==> src/hw/rtl/txs_pkg.sv <==
// Shared types, widths and constants of the texture sampler.
`default_nettype none
package txs_pkg;
    localparam int UV_FRAC_BITS = 16;
    localparam int UV_W         = UV_FRAC_BITS + 1;
    localparam int MAX_WIDTH    = 256;
    localparam int MAX_HEIGHT   = 256;
    localparam int STORE_DEPTH  = MAX_WIDTH * MAX_HEIGHT * 4;
    localparam int ADDR_W       = $clog2(STORE_DEPTH);
    localparam int DIM_W        = 9;
    localparam int NC_W         = 3;
    localparam int COORD_W      = $clog2(MAX_WIDTH > MAX_HEIGHT ? MAX_WIDTH : MAX_HEIGHT);
    localparam int TU_W         = UV_W + DIM_W + 1;
    localparam int IX_W         = TU_W - UV_FRAC_BITS;
    localparam int RO_W         = COORD_W + DIM_W;
    localparam int WGT_W        = 2 * UV_FRAC_BITS + 1;
    localparam int ACC_W        = 2 * UV_FRAC_BITS + 9;
    localparam int ROUND_SH     = 2 * UV_FRAC_BITS - 8;
    localparam int COMP_W       = 16;
    localparam int CFG_IDX_W    = 2;
    localparam int CFG_W        = 9;
    localparam int QUEUE_DEPTH  = 4;

    localparam logic [CFG_IDX_W-1:0] CFG_TEX_WIDTH  = 2'd0;
    localparam logic [CFG_IDX_W-1:0] CFG_TEX_HEIGHT = 2'd1;
    localparam logic [CFG_IDX_W-1:0] CFG_COMPONENTS = 2'd2;

    localparam logic [0:0] FUNC_WRITE  = 1'b0;
    localparam logic [0:0] FUNC_SAMPLE = 1'b1;

    typedef struct packed {
        logic              smp;
        logic              bil;
        logic [NC_W-1:0]   nc;
        logic [ADDR_W-1:0] b00;
        logic [ADDR_W-1:0] b10;
        logic [ADDR_W-1:0] b01;
        logic [ADDR_W-1:0] b11;
        logic [WGT_W-1:0]  w00;
        logic [WGT_W-1:0]  w10;
        logic [WGT_W-1:0]  w01;
        logic [WGT_W-1:0]  w11;
        logic [7:0]        wval;
    } t_txs_item;

    typedef enum logic [1:0] {
        S_IDLE,
        S_RUN,
        S_DRAIN,
        S_DONE
    } t_txs_state;
endpackage
`default_nettype wire

==> src/hw/rtl/txs_queue.sv <==
// Short queue of classified items between front and back.
`default_nettype none
module txs_queue
    import txs_pkg::*;
#(
    parameter int DEPTH = QUEUE_DEPTH
) (
    input  wire logic      i_clk,
    input  wire logic      i_rst_n,
    input  wire logic      i_push,
    input  wire t_txs_item i_item,
    input  wire logic      i_pop,
    output logic           o_full,
    output logic           o_empty,
    output t_txs_item      o_head
);
    localparam int PTR_W = (DEPTH > 1) ? $clog2(DEPTH) : 1;
    localparam int CNT_W = $clog2(DEPTH + 1);

    t_txs_item r_mem [DEPTH];
    logic [PTR_W-1:0] r_wr, r_rd;
    logic [CNT_W-1:0] r_cnt;

    assign o_full  = (r_cnt == CNT_W'(DEPTH));
    assign o_empty = (r_cnt == '0);
    assign o_head  = r_mem[r_rd];

    always_ff @(posedge i_clk) begin
        if (!i_rst_n) begin
            r_wr  <= '0;
            r_rd  <= '0;
            r_cnt <= '0;
        end else begin
            if (i_push) begin
                r_wr <= (r_wr == PTR_W'(DEPTH - 1)) ? '0 : r_wr + PTR_W'(1);
            end
            if (i_pop) begin
                r_rd <= (r_rd == PTR_W'(DEPTH - 1)) ? '0 : r_rd + PTR_W'(1);
            end
            if (i_push && !i_pop) begin
                r_cnt <= r_cnt + CNT_W'(1);
            end else if (!i_push && i_pop) begin
                r_cnt <= r_cnt - CNT_W'(1);
            end
        end
    end

    always_ff @(posedge i_clk) begin
        if (i_push) begin
            r_mem[r_wr] <= i_item;
        end
    end
endmodule
`default_nettype wire

==> config.mk <==
export PLATFORM = sky130hd
export DESIGN_NAME = txs_queue
export DESIGN_NICKNAME = d
export VERILOG_FILES = /design/src/hw/rtl/txs_pkg.sv /design/src/hw/rtl/txs_queue.sv
export SDC_FILE = /design/constraint.sdc
export NUM_CORES = 1
export LEC_CHECK = 0
export BUFFER_PORTS_ARGS = -buffer_cell sky130_fd_sc_hd__buf_2
export CAP_MARGIN = 40
export CORE_ASPECT_RATIO = 0.5
export CORE_UTILIZATION = 40
export DETAILED_ROUTE_END_ITERATION = 10
export PLACE_DENSITY = 0.68
export SYNTH_ARGS = -nofsm -noshare
export SYNTH_HDL_FRONTEND = slang
export SYNTH_SLANG_ARGS = --single-unit
==> constraint.sdc <==
create_clock -name i_clk -period 7.7 [get_ports i_clk]
set_clock_uncertainty 0.05 [all_clocks]
set_input_delay 0.77 -clock i_clk [delete_from_list [all_inputs] [get_ports i_clk]]
set_output_delay 0.77 -clock i_clk [all_outputs]
set_load 0.005 [all_outputs]
==> qor.json <==
{
  "status": {
    "result_of_the_run": "complete, no violations"
  },
  "power": {
    "pwr-share-clk_pct": 38.8,
    "net_load_switching_power_uw": 2250,
    "pwr_density_cell_mw_per_mm2": 274,
    "leakage_uw": 0.0125,
    "cellInternalPower_uw": 8140,
    "worst_vdd_drop_uv": 142,
    "combPwrFrac_pct": 8.0,
    "power_uw": 10400,
    "pwr-share-seq_pct": 53.2,
    "sw_frac_of_total_pct": 21.7
  },
  "clocking": {
    "htree_levels": 3,
    "post_cts_resize_count": 0,
    "clk_root_buffer_cell": "clkbuf_16",
    "clockBufferDepth": 3,
    "clock_sinks": 877,
    "post-cts-setup-buffer-count": 0,
    "cts_tree": "yes",
    "clkTransAtPathRegs_ns": 0.07,
    "postCtsHoldBufs": 0,
    "number_of_buffers_created_by_cts": 79,
    "worst_skew_pair.late_latency_ns": 0.64
  },
  "timing": {
    "hold-worst-slack_ns": 0.280,
    "upper_clock_frequency_limit_mhz": 256,
    "finalHoldViolCount": 0,
    "setup_total_negative_slack_ns": 0,
    "fin_crit_ns": 3.90,
    "timing_worst_slew_pin_value_ns": 1.03,
    "setup_violations": 0,
    "rsz0062_at_grt": "false",
    "slew-limit-headroom_pct": 31.4,
    "final_min_period_over_clock_period_pct": 50.6,
    "report.final.slew_viol_count": 0
  },
  "worst_setup_path": {
    "r2r_setup_slack_ns": 4.84,
    "worst_setup_path_end_kind": "output pin",
    "r2r-start": "r_wr[0]",
    "critPathArrivalTime_ns": 3.08,
    "cp_slowest_stage_delay_ns": 0.63,
    "cp-start-kind": "flip-flop",
    "maximum_fanout_encountered_on_the_critical_timing_path": 107,
    "worstRegToRegCells": 4,
    "r2r-end": "r_mem[3][84]",
    "critical_path.slowest_cell": "mux4_2",
    "cp_data_required_time_ns": 6.88,
    "crit_type": "flip-flop to output pin",
    "cp_cell_sequence": "buf_16, buf_12, mux4_2, buf_2"
  },
  "yosys": {
    "ys_seq_area_share_pct": 82.7,
    "synthAdderAreaFrac_pct": 0.300,
    "warning_count_from_the_yosys_run": 0,
    "synthesized_area_fraction_occupied_by_xor_and_xnor_cells_pct": 0.0552,
    "synth_nets": 1405,
    "synth_seq_cells": 877,
    "synthCells": 1177,
    "synth.lib_cells_used.distinct": 21,
    "synth_compound_area_share_pct": 0.0631,
    "post_synth.cell_area_avg_sq_um": 27.0,
    "synth.mux.area_fraction_pct": 15.5,
    "synth.cell_area_sq_mm": 0.0317,
    "synth-simple-area-share_pct": 0.284,
    "synth_top_family_by_area": "multiplexers"
  },
  "global_routing": {
    "grt.total_usage_pct": 16.5,
    "antenna_found_initial": 16,
    "first_global_vias": 14800,
    "grt_overflow": 0,
    "grt_first_pass_wirelength_mm": 97.4,
    "grt_start_max_net_pins": 149
  },
  "floorplanning": {
    "dieArea_sq_mm": 0.0805,
    "fp.dieH_um": 201,
    "io-pin-count": 440,
    "die_w_um": 400,
    "placement_rows": 72,
    "floorplan.initialDensity_pct": 40.7,
    "core_region_area_sq_mm": 0.0779
  },
  "drt": {
    "routed_wirelength_mm": 67.0,
    "dr_vias": 14200,
    "drt.antenna.violating_nets": 0,
    "number_of_search_and_repair_iterations_in_the_first_detailed_routing_pass": 7,
    "remaining_drc_errors": 0,
    "initialDrtViolationCount": 1042,
    "wl_per_cell_um": 24.1,
    "post_drt_via_cell_ratio": 5.11
  },
  "cells_and_area": {
    "layout.filler_cells": 6193,
    "layout_common_cells": "edfxtp_1 (868), buf_2 (439), mux4_2 (217), clkbuf_16 (80)",
    "layout_cell_share_with_drive_strength_beyond_1_pct": 45.8,
    "final_common_cell": "edfxtp_1",
    "area_delta_synth_final_pct": 19.4,
    "finalNetCount": 1896
  },
  "min_path": {
    "hold_path_class": "input port to flip-flop",
    "worstHoldEndpoint": "r_mem[0][2]",
    "timing.hold.worst.start": "i_item[2]",
    "min_delay_path_depth": 1
  },
  "placed_design": {
    "gpl.final_weighted_congestion": 0.798,
    "port_buffers": 439,
    "dpl.hpwl_mm": 41.4
  },
  "job": {
    "drv.max_cap_violation_count": 0
  }
}
==> final cells by class <==
| class | instances | area [sq um] | share of cell area [%] |
|---|---|---|---|
| diodes | 10 | 25.0 | 0.0660 |
| clock buffers | 96 | 2060 | 5.44 |
| clock inverters | 49 | 603 | 1.59 |
| inverters | 4 | 15.0 | 0.0396 |
| multi-input cells | 248 | 5160 | 13.6 |
| flip-flops and latches | 877 | 26300 | 69.3 |
| well taps | 1036 | 1300 | 3.42 |
| repair buffers | 458 | 2490 | 6.56 |
==> critical path, delay by kind of cell (launching register included) <==
kind	cells	cell delay (ns)
flops	1	0.54
buf+inv	3	1.05
mux	1	0.63
==> flip-flops by register name, summed over array words and instances, names as in the netlist, named ones only <==
signal,flops
r_cnt,3
r_rd,2
r_mem,868
r_wr,2
==> synthesized netlist by cell type <==
cell,n,area [sq um]
a21boi_0,1,7.51
and2_1,5,31.3
buf_1,8,30.0
buf_2,24,120
buf_6,16,180
dfxtp_1,9,180
edfxtp_1,868,26100
fa_1,1,20.0
ha_1,6,75.1
inv_1,4,15.0
mux2i_1,4,40.0
mux4_2,217,4890
nor2_1,1,3.75
nor2b_1,5,31.3
nor3_1,2,10.0
nor3b_1,1,7.51
o21a_1,1,7.51
o21ai_0,1,5.00
or3_1,1,6.26
xnor2_1,1,8.76
xor2_1,1,8.76
==> stage by stage <==
stage / util, % / area, sq um / setup WS, ns / std cells
floorplan: - / 31700 / 1.36 / 1177
global placement: 45.1 / 35100 / 4.17 / 2619
detailed placement: 45.2 / 35200 / 4.37 / 2623
global route: 48.6 / 37900 / 3.55 / 2778
finish: 48.6 / 37900 / 3.80 / 2778
CTS: 48.6 / 37900 / 3.67 / 2768
==> worst max path at each step <==
stage                       end  slack [ns]
CTS                 o_head[183]        3.67
finish              o_head[102]        3.80
global placement    o_head[110]        4.17
floorplan           r_mem[0][0]        1.36
global route        o_head[186]        3.55
detailed placement  o_head[183]        4.37
==> power groups by stage <==
stage	clock [uW]	sequential [uW]	combinational, uW
global placement	0	5630	820
detailed placement	0	5630	850
finish	4040	5530	829
CTS	4120	5530	852
floorplan	0	5650	438
global route	4300	5540	884
==> logic make-up after synthesis <==
group,count (synthesis)
AO/OA/AOI/OAI,3
XOR/XNOR,2
adder cells (fa/ha/maj),7
buffers and inverters,52
flip-flops,877
multiplexers,221
AND/OR/NAND/NOR,15
==> metal layers <==
metal / track usage [%] / vias to the layer above / part of all wire (%)
li1: - / 6123 / -
met1: 19.1 / 7624 / 37
met2: 30.0 / 320 / 56
met3: 3.03 / 130 / 3.8
met4: 6.95 / 6 / 3.6
met5: 0 / - / 0.045
Note: power is estimated with default switching activity, not from simulation.
